==> src/sv/bba_pkg.sv <==
// Shared types and constants for the bitmap block allocator.
package bba_pkg;

    localparam int BLK_W     = 12;
    localparam int WORD_BITS = 64;
    localparam int WORD_LOG  = 6;
    localparam int SCAN_W    = BLK_W - WORD_LOG;

    localparam logic [1:0] CMD_MARK  = 2'd0;
    localparam logic [1:0] CMD_FREE  = 2'd1;
    localparam logic [1:0] CMD_ALLOC = 2'd2;

    localparam logic [BLK_W-1:0] HIGHEST_RESET = {BLK_W{1'b1}};
    localparam logic [BLK_W-1:0] NONE_FREE     = {BLK_W{1'b1}};

    typedef struct packed {
        logic                 found;
        logic [WORD_LOG-1:0]  pos;
        logic [WORD_BITS-1:0] onehot;
    } find_t;

endpackage

==> src/sv/bba_find.sv <==
// First clear bit search over one bitmap word, lowest position first.
module bba_find (
    input  logic [bba_pkg::WORD_BITS-1:0] word,
    output bba_pkg::find_t                res
);

    logic [bba_pkg::WORD_BITS-1:0] clear_bits;
    logic [bba_pkg::WORD_BITS-1:0] lowest;
    logic [bba_pkg::WORD_LOG-1:0]  pos;

    // Two's complement trick isolates the lowest clear bit as a one-hot word.
    assign clear_bits = ~word;
    assign lowest     = clear_bits & (~clear_bits + {{(bba_pkg::WORD_BITS-1){1'b0}}, 1'b1});

    always_comb
    begin
        pos = '0;
        for (int i = 0; i < bba_pkg::WORD_BITS; i++)
        begin
            if (lowest[i])
            begin
                pos = pos | bba_pkg::WORD_LOG'(i);
            end
        end
    end

    assign res.found  = |clear_bits;
    assign res.pos    = pos;
    assign res.onehot = lowest;

endmodule

==> config.mk <==
export PLATFORM = sky130hd
export DESIGN_NAME = bba_find
export DESIGN_NICKNAME = d
export VERILOG_FILES = /design/src/sv/bba_pkg.sv /design/src/sv/bba_find.sv
export SDC_FILE = /design/constraint.sdc
export NUM_CORES = 1
export LEC_CHECK = 0
export BUFFER_PORTS_ARGS = -buffer_cell sky130_fd_sc_hd__buf_2
export CORE_MARGIN = 5
export CORE_UTILIZATION = 31
export DETAILED_ROUTE_END_ITERATION = 8
export PLACE_DENSITY_LB_ADDON = 0.12
export SETUP_SLACK_MARGIN = 0.5
export SYNTH_ARGS = -nofsm -noshare
export SYNTH_HDL_FRONTEND = slang
export SYNTH_SLANG_ARGS = --single-unit
==> constraint.sdc <==
create_clock -name vclk -period 4.55
set_input_delay 0.6825 -clock vclk [all_inputs]
set_output_delay 0.6825 -clock vclk [all_outputs]
set_load 0.05 [all_outputs]
==> Yosys cells after proc, flatten, opt, wreduce, memory -nomap -nowiden <==
Cells that the tools add are included.
{ "totals": {"mem_bits_ro": 0, "mem_count": 0, "out_inout_bits": 71, "latchBits": 0, "ff_bits": 0, "ramBits": 0, "word_cells": 68} }
{ "classes": {"order_cmp": 0, "bitwise_logic": 3, "div_mod_pow": 0, "mul": 0, "eq_ne": 0, "muxes": 63, "reduce_logical": 1, "n_addsub": 1, "shift": 0} }
{ "op_table": {"columns": ["cell", "n"], "rows": [
  ["$mux 6", 32],
  ["$not 64->64", 2],
  ["$mux 5", 16],
  ["$add 64x1->64 const B", 1],
  ["$and 64x64->64", 1],
  ["$reduce_or 64->1", 1],
  ["$mux 4", 8],
  ["$mux 3", 4],
  ["$mux 2", 2],
  ["$mux 1", 1]
]} }

==> Depth between registers and ports, before layout <==
{ "depth": {"word_depth": 67, "mapped_depth": 9} }

==> Worst setup path before layout <==
OpenSTA, ideal clock, no wires.
{ "synth_timing": {"path_type": "input -> output", "from": "input word[4] in the netlist's numbering", "to": "output res[68] in the netlist's numbering", "arrival_ps": 4211, "required_ps": 3868, "slack_ps": -343, "cell_stages": 7, "cell_sequence": "nand3_1 -> nor4_2 -> nand4_1 -> nor4b_1 -> nor4_1 -> nand4bb_1 -> nand4b_1"} }
{ "synth_lines": {"columns": ["item", "line_no", "source"], "rows": [
  ["start, declared", "bba_find.sv:3", "input logic [bba_pkg::WORD_BITS-1:0] word,"],
  ["end, declared", "bba_find.sv:4", "output bba_pkg::find_t res"]
]} }

==> metrics.csv <==
stage,metric,value,unit
global_routing,GRT Overall Usage,23.8,%
run_status,outcome,"complete, no violations",
global_routing,first-pass GRT wire length,12600,um
timing,max-slew violation count,0,
global_routing,initial antenna violation count,0,
place,Buffers on Ports,135,
drt,Via density,6.08,
clock_network,CTS Hold Bufs,0,
timing,fin crit period,3940,ps
timing,setup tns final,0,ps
critical_path,"Cell Chain, Critical Path","buf_2, nand4_4, or4_4, or4_4, nor4_4, or3_1, nand4bb_1, nand4b_1, buf_2",
critical_path,CP top delay family,simple AND/OR/NAND/NOR gates,
die,Ports,135,
drt,routed wire length,8120,um
cells_and_area,Nets,449,
cells_and_area,fillcell total,523,
synthesis,Synthesized Nets,310,
timing,"Hold Vio Cnt, Final",0,
synthesis,Syn Area/Cell,6.19,um2
cells_and_area,Layout Utilization,52.9,%
pwr,Peak VDD IR,0.0252,mV
drt,Remaining DRCs,0,
cells_and_area,Final Cell Area,2510,um2
synthesis,Yosys Warn Count,0,
drt,via count,2734,
pwr,Power Density,43.6,nW/um2
die,Initial Util,32.0,%
global_routing,largest net degree at the start of global routing,15,
place,Post-Place Setup Slack,577,ps
die,DIE HEIGHT,80.1,um
cells_and_area,Area Growth Syn to Fin,65.1,%
synthesis,Post-Syn Area,1520,um2
timing,relative slew slack,50.1,%
die,Die Wd,80.1,um
cells_and_area,share of cells above drive strength 1,47.0,%
critical_path,top fanout value on the critical path,8,
global_routing,grt ovf,0,
place,hpwl dp,6990,um
critical_path,CP arrival,3260,ps
global_routing,vias in the first global route,2556,
cells_and_area,FFs & Latches,0,
critical_path,critical path class,in2out,
cells_and_area,Seq. cell area,0,um2
critical_path,Crit path required time,3870,ps
synthesis,post-synthesis sequential area ratio,0,%
job,Max Cap Viol,0,
pwr,Lkg Pwr,1.16,nW
drt,drt first pass iters,5,
place,DP Area,2480,um2
synthesis,Gate Count Post-Synth,246,
critical_path,WP buf/inv,2,
timing,RSZ-0062 raised after global routing,false,
timing,worst slew pin tran,730,ps
critical_path,Critical-path top delay cell,or4_4,
cells_and_area,clock buffer count in the final layout,0,
drt,Initial DRC Count,195,
die,die area,6410,um2
cells_and_area,Multi-input gate area,1670,um2
critical_path,CP max stage delay,670,ps
synthesis,post-synth cell types,43,
drt,WL/cell,18.1,um
critical_path,CP endpoint kind,output port,
place,RePlAce Congestion,0.931,
drt,Antenna Nets Post-Route,0,
timing,final worst path period share,86.6,%
timing,PnR worst setup slack,608,ps
timing,fmax,254,MHz
min_path,Min-Delay Path Class,in2out,
timing,Final setup viols,0,
die,Core Box Area,4750,um2
die,# rows,25,
cells_and_area,Ant. Diodes,0,
critical_path,CP Launch Type,input port,
[worst paths after layout]
kind | cells after the start | end | slack (ps) | from
min | 3 | res[5] | 1710 | word[5]
max | 9 | res[68] | 610 | word[2]
[cells by family after synthesis]
kind of cell / share of synthesized area, %
buffers and inverters: 3.70
AND/OR/NAND/NOR: 85.0
AO/OA/AOI/OAI: 11.3
[what timing repair did]
action                     CTS  global route
setup endpoints to repair    0             6
setup buffers                0             3
resized for setup            0             2
[area by class of cell]
type | instances | share of cell area [%]
multi-input combinational | 233 | 66.4
timing repair buffer | 143 | 29.3
tap | 67 | 3.33
inverter | 7 | 1.05
[cells in the mapped netlist, types with 3 or more instances]
master / n / area share, %
a211oi_1: 3 / 1.5
a21oi_1: 3 / 0.99
and4_1: 11 / 6.3
clkbuf_1: 5 / 1.2
inv_1: 7 / 1.7
nand2_1: 22 / 5.4
nand2b_1: 5 / 2.1
nand3_1: 16 / 5.3
nand3b_1: 7 / 3.5
nand4_1: 19 / 7.8
nand4b_1: 6 / 3.5
nor2_1: 27 / 6.7
nor3_1: 32 / 11
nor3b_1: 5 / 2.5
nor4_1: 26 / 11
o21ai_0: 3 / 0.99
or3_1: 8 / 3.3
or4_1: 6 / 3.0
[tightest hold or removal path, cell delays in order]
cell and delay (ps):
buf_2 100, nor2_1 40, buf_2 200
[per-layer routing]
layer | track usage (%) | wire length [um] | share of wire (%) | vias up
li1 | - | - | - | 1306
met1 | 34.8 | 3640 | 45 | 1274
met2 | 38.6 | 3620 | 45 | 150
met3 | 3.59 | 834 | 10 | 4
met4 | 1.01 | 31 | 0.38 | 0
met5 | 0 | 0 | 0 | -
[per-stage QoR]
step / power [mW] / cells / hold slack [ps]
after floorplan: 0.0436 / 246 / 1430
after global placement: 0.106 / 447 / 1700
after detailed placement: 0.107 / 447 / 1700
after CTS: 0.107 / 447 / 1700
after global routing: 0.120 / 450 / 1740
final: 0.110 / 450 / 1710
[placed cells by master (no fill, tap or decap), drive strengths merged, types with 5 or more instances in the layout]
master / instances
buf: 143
nor3: 33
nor4: 29
nor2: 27
nand2: 22
nand4: 20
nand3: 17
and4: 11
or3: 8
or4: 8
inv: 7
nand3b: 7
nand4b: 6
nand2b: 5
nor3b: 5
[power breakdown]
part	switching (mW)	leakage (nW)	total, mW	internal [mW]
registers	0	0	0	0
clock network	0	0	0	0
logic	0.0710	1.16	0.110	0.0387
Note: power is estimated with default switching activity, not from simulation.
