File: config.mk
export PLATFORM = sky130hd
export DESIGN_NAME = bba_mem
export DESIGN_NICKNAME = d
export VERILOG_FILES = /design/src/sv/bba_pkg.sv /design/src/sv/bba_mem.sv
export SDC_FILE = /design/constraint.sdc
export NUM_CORES = 2
export LEC_CHECK = 0
export ABC_AREA = 1
export BUFFER_PORTS_ARGS = -buffer_cell sky130_fd_sc_hd__buf_2
export CORE_ASPECT_RATIO = 1.2
export CORE_MARGIN = 2
export CORE_UTILIZATION = 30
export CTS_CLUSTER_DIAMETER = 150
export DETAILED_ROUTE_END_ITERATION = 7
export GPL_ROUTABILITY_DRIVEN = 0
export PLACE_DENSITY = 0.52
export SLEW_MARGIN = 20
export SYNTH_ARGS = -nofsm -noshare
export SYNTH_HDL_FRONTEND = slang
export SYNTH_SLANG_ARGS = --single-unit
export TNS_END_PERCENT = 30
File: constraint.sdc
create_clock -name clk -period 10 [get_ports clk]
set_clock_uncertainty 0.15 [all_clocks]
set_input_delay 2 -clock clk [delete_from_list [all_inputs] [get_ports clk]]
set_output_delay 2 -clock clk [all_outputs]
set_load 0.05 [all_outputs]
File: src/sv/bba_pkg.sv
// Shared types and constants for the bitmap block allocator.
package bba_pkg;

    localparam int BLK_W     = 12;
    localparam int WORD_BITS = 64;
    localparam int WORD_LOG  = 6;
    localparam int SCAN_W    = BLK_W - WORD_LOG;

    localparam logic [1:0] CMD_MARK  = 2'd0;
    localparam logic [1:0] CMD_FREE  = 2'd1;
    localparam logic [1:0] CMD_ALLOC = 2'd2;

    localparam logic [BLK_W-1:0] HIGHEST_RESET = {BLK_W{1'b1}};
    localparam logic [BLK_W-1:0] NONE_FREE     = {BLK_W{1'b1}};

    typedef struct packed {
        logic                 found;
        logic [WORD_LOG-1:0]  pos;
        logic [WORD_BITS-1:0] onehot;
    } find_t;

endpackage

File: src/sv/bba_mem.sv
// Bitmap storage: one write port and one read port with registered read data.
module bba_mem #(
    parameter int DEPTH = 64,
    parameter int AW    = 6
) (
    input  logic                           clk,
    input  logic                           wr_en,
    input  logic [AW-1:0]                  wr_addr,
    input  logic [bba_pkg::WORD_BITS-1:0]  wr_data,
    input  logic                           rd_en,
    input  logic [AW-1:0]                  rd_addr,
    output logic [bba_pkg::WORD_BITS-1:0]  rd_data
);

    logic [bba_pkg::WORD_BITS-1:0] mem [DEPTH];
    logic [bba_pkg::WORD_BITS-1:0] rd_data_reg;

    always_ff @(posedge clk)
    begin
        if (wr_en)
        begin
            mem[wr_addr] <= wr_data;
        end
    end

    always_ff @(posedge clk)
    begin
        if (rd_en)
        begin
            rd_data_reg <= mem[rd_addr];
        end
    end

    assign rd_data = rd_data_reg;

endmodule

# Yosys cells after proc, flatten, opt, wreduce, memory -nomap -nowiden
# Memory sizes are Yosys's and may differ from the RTL's. A register that Yosys moved wholly into a read port is not among the register bits.
# Cells that the tools add are included.
# word_totals
n_memories	1
ram_bits	4096
register_bits	0
word_cells	3
# memory_table
memory	words	width	read_ports	rd_clocked_by_memory_dff	write_ports	line_no	source
mem	64	64	1	1	1	bba_mem.sv:15	logic [bba_pkg::WORD_BITS-1:0] mem [DEPTH];
# op_classes
muxes	2
# op_table
op	n
1-bit 2-to-1 mux	2

# Logic depth before layout (Yosys ltp)
# logic_depth
ltp_word	2
depth_mapped	13
ltp_nobuf	9

# Worst setup path after synthesis
# No wires, ideal clock.
# synth_timing
path_kind	in2reg
from	input port wr_en
to	memory mem[48][0] (netlist bit) (enable)
n_path_buf	1
setup_ns	0.646
t_arrival_ns	8.636
stages	3
required_time_ns	9.204
slack_ns	0.568
cell_sequence	clkbuf_1 -> nand4_1 -> nor4_1
# synth_via
elab_chain_len	2
# synth_lines
item	line_no	source
from (decl)	bba_mem.sv:7	input logic wr_en,
1-bit 2-to-1 mux	bba_mem.sv:20	if (wr_en)
1-bit 2-to-1 mux (implied by the code)	bba_mem.sv:22	mem[wr_addr] <= wr_data;
to (decl)	bba_mem.sv:15	
# Every way passes these cells.

# Worst setup path after layout
# layout_timing
from	input port wr_addr[0]
to	memory mem[34][3] (netlist bit) (enable)
# layout_lines
item	line_no	source
from (decl)	bba_mem.sv:8	input logic [AW-1:0] wr_addr,
# No word-level cell before the write port.

==> results.txt <==
Top Ports - 143
Initial Util - 30.1%
vias in the first global route - 102,000
GRT overflow - 0
post-placement cell count - 20,300
wire length per cell - 26.6 um
chip height - 819 um
fin worst setup slack - 5220 ps
Port Buf Inserts - 142
Rows - 299
Worst setup SP type - primary input
initial antenna violation count - 56
first-pass GRT wire length - 786,000 um
Clock transition at path regs - 60 ps
Max IR drop VDD - 0.141 mV
H-tree depth - 5
list of most frequent post-synthesis cells - nand2_1, edfxtp_1, nand3_1
CTS root buf - clkbuf_16
post-cts resize count - 0
clock sink count - 4,160
P per Cell Area - 194 nW/um^2
met3 WL - 40,400 um
WL met2 - 266,000 um
Flop pwr share - 53.7%
worst skew pair latency - 960 ps
crit-path leading delay family - simple AND/OR/NAND/NOR gates
die area - 559,000 um^2
CP bufs+invs - 3
measured slew at the worst slew-check pin - 1170 ps
Critical Path RT - 10,420 ps
Worst R2R Setup Slack - 8090 ps
P_leak - 63.5 nW
largest net degree at the start of global routing - 193
Netlist cell types - 15
Ys Warns - 0
fin crit period - 4780 ps
Hold Path Class - flop to flop
Slew Viols, Final - 0
Die Wd - 683 um
global-route usage over all layers - 19.4%
sw frac - 22.9%
worst hold slack - 716 ps
kind of end point of the critical path - flop
DRT antenna net count - 0
R2R Path End - rd_data[33]
Max Used Layer - met5
Post-Layout Cell Count - 21,000
end of the critical path - mem[34][3]
Final period util - 47.8%
Psw - 8.29 mW
share of cells above drive strength 1 - 7.22%
Top FF cell, synth - edfxtp_1
sequential area share after synthesis - 75.3%
CP max FO - 27
Core Region - 552,000 um^2
Fmax achieved - 209 MHz
clock power share - 40.2%
met1 wire length - 233,000 um
Layout fillers - 54,100
count leader, synth - nand2_1
total power draw - 36.1 mW
post-synthesis cell count - 13,400
cts hold-fix bufs - 0
post-place setup slack - 4290 ps
Post-Syn Nets - 13,500
number of synthesized flops with an enable pin - 4,160
Post-Syn Area - 166,000 um^2
CTS tree - done
Vias - 108,000
multi-input logic area - 36,600 um^2
setup_tns - 0 ps
area grow syn2layout - 12.3%
status - finished with violations
nets@finish - 13,400
final WL - 558,000 um
drt via density - 5.14
number of synthesized register bits - 4,160
Worst slew margin - 22.2%
register area - 125,000 um^2
Iter 0 DRT Violations - 12,100
combinational share of power - 6.1%
CP startpoint - wr_addr[0]
Yosys top cell by area - edfxtp_1
top-area cell type share of the netlist area - 75.3%
DRT Pass-1 Iters - 8
worst path cell trace - buf_2, inv_1, nand4_1, nor2_4, buf_4
# Max-Cap Violations - 0
TritonCTS Buffers - 382
failing checks - design-rule violations
DRC Markers - 30
Mapped Avg Cell Area - 12.4 um^2
maximum buffer depth of the clock tree - 4
Final setup violation count - 0
Cell Int Power - 27.8 mW
Final Hold Fails - 0
max FFs per register - 4,096
worst reg2reg path startpoint - mem[6][33]
ranking of synthesized cells by area - edfxtp_1, nand3_1, nand2_1
data arrival time of the critical path - 5200 ps
Post-synth ARST share - 0%
setup bufs post-CTS - 0
RSZ-0062 raised after global routing - false
Crit-path slowest cell - nor2_4
FF-to-FF path depth - 8
CP peak stage delay - 1150 ps
critical path class - primary input to flop
DP HPWL - 279,000 um
Crit path depth - 5
-- power groups by stage --
stage / Sequential, mW / Combinational, mW / Clock [mW]
6_report: 19.4 / 2.19 / 14.5
5_1_grt: 19.4 / 2.37 / 15.4
4_1_cts: 19.4 / 2.19 / 14.8
2_1_floorplan: 19.8 / 1.19 / 0
3_5_place_dp: 19.8 / 2.18 / 0
3_3_place_gp: 19.8 / 2.17 / 0
-- stage by stage --
| stage | cell area [um^2] | utilization [%] |
|---|---|---|
| 3_3_place_gp | 174000 | 31.5 |
| 6_report | 186000 | 33.8 |
| 2_1_floorplan | 166000 | - |
| 5_1_grt | 186000 | 33.8 |
| 3_5_place_dp | 174000 | 31.6 |
| 4_1_cts | 186000 | 33.7 |
-- layer usage --
layer	vias up	GRT usage, %
li1	47600	-
met1	55200	26.6
met2	4252	32.0
met3	797	2.40
met4	16	5.92
met5	-	0
-- worst register-to-register path, stage by stage, from the launching register on --
cell and delay (ps):
edfxtp_1 370, nand2_1 80, nand3_1 90, nand3_1 130, nand3_1 80, nand3_1 160
nand2_1 120, nand2_1 80, nand2_1 300
-- logic make-up after synthesis --
logic type	synth area share (%)
simple gates	21.8
buf+inv	2.94
flops	75.3
-- layout by cell type, fill, tap and decap left out, drive strengths merged --
| cell | instances |
|---|---|
| clkinvlp | 14 |
| edfxtp | 4160 |
| nand3 | 3847 |
| nand2 | 4416 |
| inv | 23 |
| nand4 | 9 |
| bufinv | 34 |
| diode | 31 |
| clkbuf | 485 |
| buf | 398 |
| clkinv | 128 |
| nor2 | 56 |
| nor4 | 8 |
-- worst min-delay path by stage --
stage           startpoint     endpoint  slack, ps  cells after the start
2_1_floorplan    mem[8][0]   rd_data[0]        650                      8
3_3_place_gp   mem[58][42]  rd_data[42]        700                      8
3_5_place_dp   mem[18][49]  rd_data[49]        700                      8
4_1_cts        mem[59][58]  rd_data[58]        720                      8
5_1_grt        mem[58][42]  rd_data[42]        790                      8
6_report       mem[56][18]  rd_data[18]        720                      8
-- final cells by class --
type / instances / area share, %
diodes: 31 / 0.0416
clock buffers: 485 / 5.42
clock inverters: 187 / 0.991
inverters: 12 / 0.0564
multi-input cells: 8336 / 19.6
flip-flops and latches: 4160 / 67.0
well taps: 7374 / 4.95
repair buffers: 398 / 1.86
Note: power is estimated with default switching activity, not from simulation.
